### src/design/lpkt_pkg.sv
`default_nettype none

package lpkt_pkg;

	localparam int TABLE_SLOTS_DEF = 4 * 1024;
	localparam int ID_BITS_DEF     = 32;

	// operation codes
	localparam logic [2:0] OP_INSERT = 3'd0;
	localparam logic [2:0] OP_LOOKUP = 3'd1;
	localparam logic [2:0] OP_REMOVE = 3'd2;
	localparam logic [2:0] OP_TAKE   = 3'd3;
	localparam logic [2:0] OP_CLEAR  = 3'd4;

	// result codes
	localparam logic [2:0] RC_INSERTED = 3'd0;
	localparam logic [2:0] RC_PRESENT  = 3'd1;
	localparam logic [2:0] RC_FULL     = 3'd2;
	localparam logic [2:0] RC_HIT      = 3'd3;
	localparam logic [2:0] RC_MISS     = 3'd4;
	localparam logic [2:0] RC_REMOVED  = 3'd5;
	localparam logic [2:0] RC_NONE     = 3'd6;

	// slot status codes
	localparam logic [1:0] SLOT_EMPTY   = 2'd0;
	localparam logic [1:0] SLOT_FILLED  = 2'd1;
	localparam logic [1:0] SLOT_DELETED = 2'd2;

	typedef struct packed {
		logic [2:0]  operation;
		logic [31:0] outer_class_id;
		logic [31:0] outer_selector_id;
		logic        has_inner;
		logic [31:0] inner_class_id;
		logic [31:0] inner_selector_id;
	} lpkt_req_t;

	typedef struct packed {
		logic [2:0]  result_code;
		logic [11:0] slot_index;
		logic [31:0] found_class_id;
		logic [31:0] found_selector_id;
		logic [11:0] entry_count;
		logic        scan_exhausted;
	} lpkt_rsp_t;

	typedef struct packed {
		logic rd_en;
		logic st_we;
		logic key_we;
	} lpkt_mem_ctl_t;

endpackage

`default_nettype wire

### src/design/lpkt_seq.sv
`default_nettype none

module lpkt_seq import lpkt_pkg::*; #(
	parameter int TABLE_SLOTS = TABLE_SLOTS_DEF,
	parameter int ID_BITS     = ID_BITS_DEF,
	localparam int IDX_W      = $clog2(TABLE_SLOTS),
	localparam int KEY_W      = 2 * ID_BITS,
	localparam int ENTRY_W    = 2 * KEY_W + 1
) (
	input  wire logic                 clk,
	input  wire logic                 arst_n,
	input  wire logic                 req_valid,
	input  wire lpkt_req_t            req,
	output logic                      req_stall,
	input  wire logic                 out_free,
	output logic                      rsp_load,
	output lpkt_rsp_t                 rsp,
	output lpkt_mem_ctl_t             mem_ctl,
	output logic      [IDX_W-1:0]     rd_addr,
	output logic      [IDX_W-1:0]     wr_addr,
	output logic      [1:0]           st_wdata,
	output logic      [ENTRY_W-1:0]   key_wdata,
	input  wire logic [1:0]           st_rdata,
	input  wire logic [ENTRY_W-1:0]   key_rdata
);

	localparam logic [IDX_W:0] HALF = (IDX_W + 1)'(TABLE_SLOTS / 2);

	typedef enum logic [4:0] {
		S_CLR   = 5'b00001,
		S_IDLE  = 5'b00010,
		S_PROBE = 5'b00100,
		S_WRITE = 5'b01000,
		S_DONE  = 5'b10000
	} state_t;

	state_t             state_q;
	logic [2:0]         op_q;
	logic               hi_q;
	logic [KEY_W-1:0]   okey_q;
	logic [KEY_W-1:0]   ikey_q;
	logic [IDX_W-1:0]   cur_q;
	logic [IDX_W-1:0]   n_q;
	logic [IDX_W-1:0]   free_q;
	logic               free_seen_q;
	logic               resp_q;
	logic [IDX_W-1:0]   count_q;
	logic [2:0]         res_code_q;
	logic [IDX_W-1:0]   res_slot_q;
	logic [ID_BITS-1:0] res_fc_q;
	logic [ID_BITS-1:0] res_fs_q;
	logic               res_eot_q;

	logic [ID_BITS-1:0] in_oc, in_os, in_ic, in_is;
	logic [31:0]        hash32;
	logic [IDX_W-1:0]   start_addr;
	logic               is_keyop;
	logic               req_fire;

	logic [KEY_W-1:0]   r_outer, r_inner;
	logic               r_pres;
	logic               st_filled, st_empty;
	logic               match, take_hit, last, full, cont;
	logic [IDX_W-1:0]   free_now;
	logic [31:0]        slot_ext, cnt_ext, fc_ext, fs_ext;

	// request decode and home slot
	always_comb begin
		in_oc      = req.outer_class_id[ID_BITS-1:0];
		in_os      = req.outer_selector_id[ID_BITS-1:0];
		in_ic      = req.has_inner ? req.inner_class_id[ID_BITS-1:0] : '0;
		in_is      = req.has_inner ? req.inner_selector_id[ID_BITS-1:0] : '0;
		hash32     = 32'(in_oc ^ in_os ^ in_ic ^ in_is);
		is_keyop   = (req.operation == OP_INSERT) || (req.operation == OP_LOOKUP) ||
			(req.operation == OP_REMOVE);
		start_addr = is_keyop ? hash32[IDX_W-1:0] : '0;
		req_fire   = req_valid && (state_q == S_IDLE);
	end

	// compare unit on the slot just read
	always_comb begin
		r_outer   = key_rdata[KEY_W-1:0];
		r_inner   = key_rdata[2*KEY_W-1:KEY_W];
		r_pres    = key_rdata[2*KEY_W];
		st_filled = (st_rdata == SLOT_FILLED);
		st_empty  = (st_rdata == SLOT_EMPTY);
		match     = st_filled && (r_outer == okey_q) && (r_pres == hi_q) &&
			(!hi_q || (r_inner == ikey_q));
		take_hit  = st_filled && !r_pres;
		last      = &n_q;
		full      = {1'b0, count_q} >= HALF;
		free_now  = free_seen_q ? free_q : cur_q;
		cont      = (state_q == S_PROBE) && !last &&
			((op_q == OP_TAKE) ? !take_hit : (!match && !st_empty));
	end

	always_comb begin
		mem_ctl.rd_en  = req_fire || cont;
		mem_ctl.st_we  = (state_q == S_CLR) || (state_q == S_WRITE);
		mem_ctl.key_we = (state_q == S_WRITE) && (op_q == OP_INSERT);
		rd_addr        = (state_q == S_IDLE) ? start_addr : cur_q + 1'b1;
		wr_addr        = (state_q == S_CLR) ? cur_q : res_slot_q;
		st_wdata       = (state_q == S_CLR) ? SLOT_EMPTY :
			((op_q == OP_INSERT) ? SLOT_FILLED : SLOT_DELETED);
		key_wdata      = {hi_q, ikey_q, okey_q};
	end

	always_ff @(posedge clk or negedge arst_n) begin
		if (!arst_n) begin
			state_q     <= S_CLR;
			cur_q       <= '0;
			n_q         <= '0;
			free_seen_q <= 1'b0;
			resp_q      <= 1'b0;
			count_q     <= '0;
			op_q        <= OP_CLEAR;
		end else begin
			unique case (state_q)
				S_CLR: begin
					cur_q <= cur_q + 1'b1;
					if (&cur_q) begin
						count_q <= '0;
						state_q <= resp_q ? S_DONE : S_IDLE;
					end
				end
				S_IDLE: begin
					if (req_fire) begin
						op_q        <= req.operation;
						cur_q       <= start_addr;
						n_q         <= '0;
						free_seen_q <= 1'b0;
						resp_q      <= (req.operation == OP_CLEAR);
						unique case (req.operation)
							OP_INSERT, OP_TAKE: state_q <= S_PROBE;
							OP_LOOKUP, OP_REMOVE: begin
								state_q <= (count_q == '0) ? S_DONE : S_PROBE;
							end
							OP_CLEAR: state_q <= S_CLR;
							default: state_q <= S_DONE;
						endcase
					end
				end
				S_PROBE: begin
					if (cont) begin
						cur_q <= cur_q + 1'b1;
						n_q   <= n_q + 1'b1;
					end
					unique case (op_q)
						OP_INSERT: begin
							if (!free_seen_q && !st_filled) begin
								free_seen_q <= 1'b1;
								free_q      <= cur_q;
							end
							if (match) begin
								state_q <= S_DONE;
							end else if (st_empty || last) begin
								state_q <= full ? S_DONE : S_WRITE;
							end
						end
						OP_LOOKUP, OP_REMOVE: begin
							if (match) begin
								state_q <= (op_q == OP_REMOVE) ? S_WRITE : S_DONE;
							end else if (st_empty || last) begin
								state_q <= S_DONE;
							end
						end
						OP_TAKE: begin
							if (take_hit) begin
								state_q <= S_WRITE;
							end else if (last) begin
								state_q <= S_DONE;
							end
						end
						default: state_q <= S_DONE;
					endcase
				end
				S_WRITE: begin
					count_q <= (op_q == OP_INSERT) ? count_q + 1'b1 : count_q - 1'b1;
					state_q <= S_DONE;
				end
				S_DONE: begin
					if (out_free) begin
						state_q <= S_IDLE;
					end
				end
				default: state_q <= S_IDLE;
			endcase
		end
	end

	// request key and result fields
	always_ff @(posedge clk) begin
		if (req_fire) begin
			hi_q       <= req.has_inner;
			okey_q     <= {in_oc, in_os};
			ikey_q     <= {in_ic, in_is};
			res_slot_q <= '0;
			res_fc_q   <= '0;
			res_fs_q   <= '0;
			res_eot_q  <= 1'b0;
			res_code_q <= (req.operation == OP_LOOKUP || req.operation == OP_REMOVE) ?
				RC_MISS : RC_NONE;
		end else if (state_q == S_PROBE) begin
			unique case (op_q)
				OP_INSERT: begin
					if (match) begin
						res_code_q <= RC_PRESENT;
						res_slot_q <= cur_q;
					end else if ((st_empty || last) && full) begin
						res_code_q <= RC_FULL;
					end else if (st_empty || last) begin
						res_code_q <= RC_INSERTED;
						res_slot_q <= free_now;
					end
				end
				OP_LOOKUP, OP_REMOVE: begin
					if (match) begin
						res_code_q <= (op_q == OP_REMOVE) ? RC_REMOVED : RC_HIT;
						res_slot_q <= cur_q;
					end
				end
				OP_TAKE: begin
					if (take_hit) begin
						res_code_q <= RC_REMOVED;
						res_slot_q <= cur_q;
						res_fc_q   <= r_outer[KEY_W-1:ID_BITS];
						res_fs_q   <= r_outer[ID_BITS-1:0];
					end else if (last) begin
						res_eot_q  <= 1'b1;
					end
				end
				default: res_code_q <= RC_NONE;
			endcase
		end
	end

	always_comb begin
		slot_ext              = 32'(res_slot_q);
		cnt_ext               = 32'(count_q);
		fc_ext                = 32'(res_fc_q);
		fs_ext                = 32'(res_fs_q);
		rsp.result_code       = res_code_q;
		rsp.slot_index        = slot_ext[11:0];
		rsp.found_class_id    = fc_ext;
		rsp.found_selector_id = fs_ext;
		rsp.entry_count       = cnt_ext[11:0];
		rsp.scan_exhausted    = res_eot_q;
		rsp_load              = (state_q == S_DONE) && out_free;
		req_stall             = (state_q != S_IDLE);
	end

endmodule

`default_nettype wire

### config.mk
export PLATFORM = sky130hd
export DESIGN_NAME = lpkt_seq
export DESIGN_NICKNAME = d
export VERILOG_FILES = /design/src/design/lpkt_pkg.sv /design/src/design/lpkt_seq.sv
export SDC_FILE = /design/constraint.sdc
export NUM_CORES = 1
export LEC_CHECK = 0
export BUFFER_PORTS_ARGS = -buffer_cell sky130_fd_sc_hd__buf_2
export CORE_AREA = 2 2 204 206
export CTS_CLUSTER_DIAMETER = 40
export DETAILED_ROUTE_END_ITERATION = 6
export DIE_AREA = 0 0 206 208
export PLACE_DENSITY = 0.58
export SLEW_MARGIN = 20
export SYNTH_ARGS = -nofsm -noshare
export SYNTH_HDL_FRONTEND = slang
export SYNTH_SLANG_ARGS = --single-unit
### constraint.sdc
create_clock -name clk -period 7.76 [get_ports clk]
set_input_delay 1.552 -clock clk [delete_from_list [all_inputs] [get_ports clk]]
set_output_delay 1.552 -clock clk [all_outputs]
set_load 0.01 [all_outputs]
## Yosys cells after proc, flatten, opt, wreduce, memory -nomap -nowiden

Index checks and enable logic that the tools add are counted.

| word-level totals | value |
|---|---|
| register bits | 267 |
| latch bits | 0 |
| bits in writable memories | 0 |
| memory bits (read-only) | 0 |
| bits of input ports | 267 |
| output and inout port bits | 252 |
| logic and storage cells | 164 |
| memories kept | 0 |

| cells by class | value |
|---|---|
| add/subtract/negate cells | 4 |
| multipliers | 0 |
| divide/modulo/power cells | 0 |
| magnitude comparators | 1 |
| eq/ne operators | 33 |
| shift-type cells | 0 |
| mux-type cells | 54 |
| bitwise logic cells | 4 |
| reduce and logical (&&, ||, !) cells | 52 |

Operator list:

| cell | number |
|---|---|
| $mux W12 | 15 |
| $eq A64 B64 Y1 | 2 |
| $pmux W12 S3 | 2 |
| $mux W5 | 13 |
| $mux W32 | 2 |
| $pmux W12 S2 | 2 |
| $add A12 B1 Y12 const B | 3 |
| $xor A12 B12 Y12 | 3 |
| $pmux W5 S3 | 2 |
| $pmux W5 S5 | 1 |
| $mux W3 | 8 |
| $reduce_and A12 Y1 | 2 |
| $reduce_and A15 Y1 | 1 |
| $ne A2 B2 Y1 const B | 7 |
| $eq A3 B2 Y1 const B | 4 |
| $ge A12 B12 Y1 const B | 1 |
| $logic_and A1 B1 Y1 | 12 |
| $logic_not A12 Y1 | 1 |
| $reduce_and A4 Y1 | 3 |
| $reduce_and A6 Y1 | 2 |
| $sub A12 B1 Y12 const B | 1 |
| $ne A3 B3 Y1 const B | 3 |
| $pmux W3 S3 | 1 |
| $reduce_and A3 Y1 | 3 |
| other kinds (27) | 54 |

## Logic depth before layout (Yosys ltp)

Gate-level depths: netlist (run 1).

| logic depth | value |
|---|---|
| depth after elaboration | 10 |
| depth in mapped cells | 13 |
| mapped depth without buffers | 12 |

## Worst setup path after synthesis (run 1)

OpenSTA, ideal clock, no wires.

| timing path | value |
|---|---|
| path type | input -> register |
| start point | input req_valid |
| end point | register hi_q, enable pin |
| setup time | 0.544 ns |
| data arrival time | 5.723 ns |
| data required time | 7.216 ns |
| path slack | 1.493 ns |
| stages | 4 |
| path buffers | 2 |
| path through | nand2_1 inv_1 clkbuf_1 clkbuf_1 |

| between the ends | value |
|---|---|
| cells in the longest elaborated chain, start to end | 1 |

Ends and longest elaborated chain:

| what | RTL line | text |
|---|---|---|
| from (decl) | lpkt_seq.sv:12 | `input wire logic req_valid,` |
| $logic_and A1 B1 Y1 | lpkt_seq.sv:77 | `req_fire = req_valid && (state_q == S_IDLE);` |
| net req_fire | lpkt_seq.sv:58 | `logic req_fire;` |
| to (signal assigned) | lpkt_seq.sv:194 | `hi_q <= req.has_inner;` |
| to (decl) | lpkt_seq.sv:39 | `logic hi_q;` |

The timed path passes the listed nets, and every way through them passes these cells.
A chain may end at the register's enable or synchronous reset.

==> metrics, run 1 <==
clock slew at reported path FFs roughly 50 ps; initial antenna violation count 10; Worst Setup SP st_rdata[1]; fillcell total 3965; Comb pwr share 28.3%; final core area utilization 44.4%; Max H-tree Level 2; row cnt 74; DR vias ~12000; fin crit period ~5600 ps; die area about 43000 um2; global-route wire length before repair ~74000 um; Int Pwr slightly above 4 mW; # setup viols final 0; reg2reg setup slack between 3000 and 4000 ps; DRC 0; maximum vdd drop ~0.16 mV; CP max stage delay about 430 ps; clk root buf clkbuf_16; hold_buf cts 0; Routed WL about 52000 um; Yosys cell types 69; Pre-antenna DRT Iters 5; Crit. path cell count 9; top_reg_cell synth edfxtp_1; GRT Overall Usage between 20% and 30%; P&R area growth vs syn 38.0%; CP required between 6000 and 7000 ps; Die W just over 200 um; worst path arrival time around 4000 ps; Setup Buffers After CTS 0; Max Cap Viol 0; syn nets 1515; dominant cell type by area after synthesis edfxtp_1; CP max-delay cell a2111oi_0; final period utilization about 73%; die height 208 um; Clock Sinks 267; Switching Fraction between 30 and 40%; CP endpoint kind output port; sequential share of the synthesized area about 54%; CTS tree built; clock tree buffer depth 3; Post-Syn Instances 1235; HPWL after detailed placement between 40000 and 50000 um; latest clock arrival within the worst-skew pair roughly 590 ps; vias per cell 5.00; post-route ant nets 0; Worst Max-Slew Pin Slew around 1000 ps; final worst slack roughly 2100 ps; Worst Reg-to-Reg Cells 5; maximum net fanout on the critical path 8; P per Cell Area about 350 nW/um2; mapped cell area around 13000 um2; DRT iter0 DRCs between 700 and 800; Min-Delay Path Class flop to flop; share of layout cells above drive strength 1 ~36%; Hold WS 452 ps; Reg2Reg Capture Point ikey_q[46]$_SDFFCE_PN0P_; setup TNS 0 ps; Initial Util between 30% and 40%; I/O pin cnt between 500 and 600; Net Switching roughly 2.2 mW; Tot Pwr 6.26 mW; kind of critical path input port to output port; YS warnings 0; slew margin rel. 30.8%; Synth top cells by count 189 x nand2_1, 150 x xnor2_1, 144 x edfxtp_1; global route overflow 0; largest net degree at the start of global routing roughly 150; final hold violation count 0; reg2reg start state_q[4]$_DFFE_PN0P_; RSZ-0062 raised after global routing no; status completed; WP buf/inv 2; # nets final between 2000 and 2500; Pleak 7.68 nW; port bufs 518; crit path cell chain buf_2, nand2b_1, a221o_1, a2111oi_0, and4_1, nand4_2, o211ai_4, nand3_1, buf_2; GP Congestion ~0.98; Num CTS Buffers 52; total of cells resized after clock tree synthesis 0; fmax 0.178 GHz; clock power share around two fifths; Yosys top cell area share between 30% and 40%; WL per Instance about 22 um; Seq cells post-synth between 200 and 300; Max Slew Vio Count 0; vias in the first global route about 12000; dpl ws around 2100 ps; Seq pwr share 33.5%; Setup Skew roughly 27 ps; core region area around 41000 um2; Worst setup SP type input port; most frequent CP cell buf_2; ranking of synthesized cells by area edfxtp_1 33%, dfxtp_1 12%, xnor2_1 10%; EDFF count, synth ~140; CP delay by family, top compound AO/OA/AOI/OAI gates; timing endpoint of the critical path mem_ctl[2]; top-count cell post-synth nand2_1; Synth Area per Inst about 11 um2; ys async rst share between 10% and 20%
per-stage QoR:
step	area, um2	cells
floorplan	13000	1235
global placement	16100	2238
detailed placement	16100	2238
CTS	18000	2336
global route	18000	2338
finish	18000	2342
worst min-delay path by stage:
stage                                  startpoint                      end  slack, ps  cells past startpoint
final                     fs_ext[13]$_SDFFE_PP0P_  fs_ext[13]$_SDFFE_PP0P_        450                      2
after global routing      fs_ext[29]$_SDFFE_PP0P_  fs_ext[29]$_SDFFE_PP0P_        470                      2
after CTS                 fs_ext[25]$_SDFFE_PP0P_  fs_ext[25]$_SDFFE_PP0P_        450                      2
after detailed placement  fs_ext[25]$_SDFFE_PP0P_  fs_ext[25]$_SDFFE_PP0P_        440                      2
after global placement    fs_ext[12]$_SDFFE_PP0P_  fs_ext[12]$_SDFFE_PP0P_        440                      2
after floorplan              cur_q[7]$_DFFE_PN0P_      free_q[7]$_DFFE_PP_        420                      0
layout make-up:
cell class	instances	area [um2]	share of cell area, %
Timing Repair Buffer	521	2620	14.5
Multi-Input combinational cell	889	5700	31.7
Sequential cell	267	7020	39.0
Inverter	29	116	0.647
Clock inverter	38	473	2.63
Clock buffer	60	1380	7.69
Antenna cell	6	15.0	0.0835
Tap cell	532	666	3.70
per-layer routing:
| metal | share of wire, % | vias to the layer above | GRT usage, % |
|---|---|---|---|
| li1 | - | 5445 | - |
| met1 | 38 | 5652 | 27.4 |
| met2 | 50 | 487 | 41.0 |
| met3 | 8.0 | 108 | 6.34 |
| met4 | 3.7 | 8 | 10.4 |
| met5 | 0.094 | - | 0 |
cell families after synthesis:
kind of cell | count (synthesis) | synth area share [%]
AOI/OAI and AO/OA | 174 | 8.38
buffers and inverters | 79 | 2.55
adders and majority gates | 13 | 1.31
xor gates and xnor gates | 175 | 11.8
DFF | 267 | 53.9
and+or+nand+nor | 488 | 18.9
muxes | 39 | 3.23
power by group through the flow:
stage	Sequential (mW)	Clock [mW]	Combinational, mW
6_report	2.10	2.39	1.77
5_1_grt	2.13	2.49	1.94
4_1_cts	2.10	2.43	1.79
3_5_place_dp	2.12	0	1.78
3_3_place_gp	2.12	0	1.76
2_1_floorplan	2.14	0	1.02
placed cells by master, fill, tap and decap left out, types with 25 or more instances in the layout:
master,n
buf_2,518
nand2_1,188
xnor2_1,150
edfxtp_1,144
a21oi_1,79
dfxtp_1,77
and2_1,67
nor2_1,61
clkbuf_16,53
dfrtp_1,44
nand4_1,41
inv_1,28
xor2_1,25
worst reg2reg max path: cells and delay by family, from the launching register on:
family / cells / cell delay, ps
flops: 1 / 400
buf+inv: 2 / 1890
simple gates: 3 / 1430
state kept, by name, summed over array words and instances (netlist names), 12 cells and up:
register	cells
res_slot_q	12
cur_q	12
count_q	12
free_q	12
okey_q	64
ikey_q	64
n_q	12
fs_ext	32
fc_ext	32
Note: power is estimated with default switching activity, not from simulation.
==> inputs of run 2 (changes only) <==
Clock period 7.76 ns to 5.65 ns, I/O delays scaled along.
==> run 2 against run 1 <==
  * Sequential power grew 37%
  * Critical path depth is the same
  * Non-clock buffer count grew 5
  * Via count grew 1.2%
  * First-iteration DRC count shrank 13%
  * Hold slack lost 2.6 ps
  * Global-route usage grew 0.14 points
  * Worst setup slack lost 1300 ps
  * Sequential share of layout area shrank 0.25 points
  * Count of clock-buffer cells in the layout grew 3
  * Cell area grew 0.63%
  * Critical path type unchanged
  * Critical endpoint unchanged
==> metrics, run 2 (synthesized netlist as in run 1, its figures left out) <==
GP Congestion between 0.9 and 1; Worst Max-Slew Pin Slew 1020 ps; Die W approximately 200 um; largest net degree at the start of global routing 147; post-route ant nets 0; CTS tree built; clock tree buffer depth 3; Num CTS Buffers ~50; P per Cell Area ~480 nW/um2; core region area a little over 40000 um2; global-route wire length before repair between 70000 and 80000 um; Reg2Reg Capture Point okey_q[3]$_DFFE_PP_; row cnt 74; clk root buf clkbuf_16; most frequent CP cell buf_2; Routed WL roughly 52000 um; dpl cells ~2200; initial antenna violation count 11; latest clock arrival within the worst-skew pair 570 ps; Crit. path cell count 9; DR vias approximately 12000; WP buf/inv 2; reg2reg start state_q[4]$_DFFE_PN0P_; Seq pwr share 32.9%; status completed; Setup Skew between 20 and 30 ps; CP required roughly 4500 ps; CP endpoint kind output port; P&R area growth vs syn 38.9%; Worst Reg-to-Reg Cells 5; maximum vdd drop approximately 0.27 mV; GRT Overall Usage 23.9%; most frequent cells in the layout 518 x buf_2, 188 x nand2_1, 150 x xnor2_1; Pleak approximately 7.7 nW; Hold WS between 400 and 500 ps; clock slew at reported path FFs roughly 50 ps; clock power share 38.9%; total of cells resized after clock tree synthesis 0; kind of critical path input port to output port; setup TNS 0 ps; Worst Setup SP key_rdata[16]; Initial Util between 30% and 40%; global route overflow 0; Switching Fraction between 30% and 40%; fin crit period 4800 ps; dpl ws ~960 ps; HPWL after detailed placement 40900 um; post-route cell area 18100 um2; maximum net fanout on the critical path 8; Comb pwr share between 20% and 30%; CP max-delay cell xnor2_1; Net Switching ~3 mW; share of layout cells above drive strength 1 36.2%; final period utilization between 80% and 90%; fin cells 2343; fmax approximately 0.21 GHz; WL per Instance between 20 and 25 um; RSZ-0062 raised after global routing no; Setup Buffers After CTS 0; CP max stage delay roughly 500 ps; # nets final 2044; hold_buf cts 0; reg2reg setup slack 1990 ps; die height approximately 210 um; I/O pin cnt approximately 520; Pre-antenna DRT Iters 5; commonest non-fill, non-tap cell in the layout buf_2; # setup viols final 0; slew margin rel. around a third; final hold violation count 0; DRT iter0 DRCs between 600 and 700; placed instance area about 16000 um2; final core area utilization around 45%; Min-Delay Path Class flop to flop; Max H-tree Level 2; Worst setup SP type input port; fillcell total a little under 4000; vias per cell 5.05; timing endpoint of the critical path mem_ctl[2]; Clock Sinks roughly 270; Max Slew Vio Count 0; Tot Pwr around 8.7 mW; worst path arrival time approximately 3700 ps; Int Pwr around 5.8 mW; vias in the first global route 11889; final worst slack around 850 ps; die area about 43000 um2; Regs by FF count ikey_q (64), okey_q (64); CP delay by family, top simple AND/OR/NAND/NOR gates; Max Cap Viol 0; port bufs approximately 520; crit path cell chain buf_2, xnor2_1, nand4_1, nor4b_1, and4_1, nand4_2, o211ai_4, nand3_1, buf_2; DRC 0
[run 2: changes by cell type in the layout (fill, tap and decap cells not counted), sizes merged]
| cell | change |
|---|---|
| buf | +5 |
| clkbuf | +3 |
| diode | -1 |
| bufinv | +4 |
| clkinv | -5 |
| clkinvlp | +4 |
| inv | -9 |
[run 2: power by group through the flow]
stage / logic [mW] / clock network (mW) / registers, mW
2_1_floorplan: 1.40 / 0 / 2.92
3_3_place_gp: 2.43 / 0 / 2.90
3_5_place_dp: 2.46 / 0 / 2.90
4_1_cts: 2.48 / 3.46 / 2.87
5_1_grt: 2.68 / 3.54 / 2.92
6_report: 2.46 / 3.40 / 2.87
[run 2: how the worst min path moves through the flow]
stage,from,endpoint,slack (ps),depth (start not counted)
floorplan,cur_q[7]$_DFFE_PN0P_,free_q[7]$_DFFE_PP_,420,0
global route,fc_ext[11]$_SDFFE_PP0P_,fc_ext[11]$_SDFFE_PP0P_,460,2
detailed placement,fc_ext[24]$_SDFFE_PP0P_,fc_ext[24]$_SDFFE_PP0P_,440,2
CTS,fc_ext[24]$_SDFFE_PP0P_,fc_ext[24]$_SDFFE_PP0P_,450,2
global placement,fs_ext[12]$_SDFFE_PP0P_,fs_ext[12]$_SDFFE_PP0P_,440,2
finish,fs_ext[21]$_SDFFE_PP0P_,fs_ext[21]$_SDFFE_PP0P_,450,2
[run 2: worst reg2reg max path: stages (launching register included)]
cell,delay (ps)
dfrtp_1,400
nor2_1,190
and3_1,620
nand2_1,620
inv_8,880
buf_12,470
[run 2: routing by layer]
metal  GRT usage [%]  share of wire [%]
met5               0               0.12
met3            5.17                7.1
met2            41.5                 50
met4            9.04                3.0
met1            28.7                 39
[run 2: area by class of cell]
type / instances / area, um2 / share of cell area [%]
clock buffers: 63 / 1450 / 7.99
flip-flops and latches: 267 / 7020 / 38.8
well taps: 532 / 666 / 3.68
clock inverters: 32 / 480 / 2.65
inverters: 29 / 116 / 0.643
diodes: 5 / 12.5 / 0.0691
repair buffers: 526 / 2670 / 14.7
multi-input cells: 889 / 5700 / 31.5
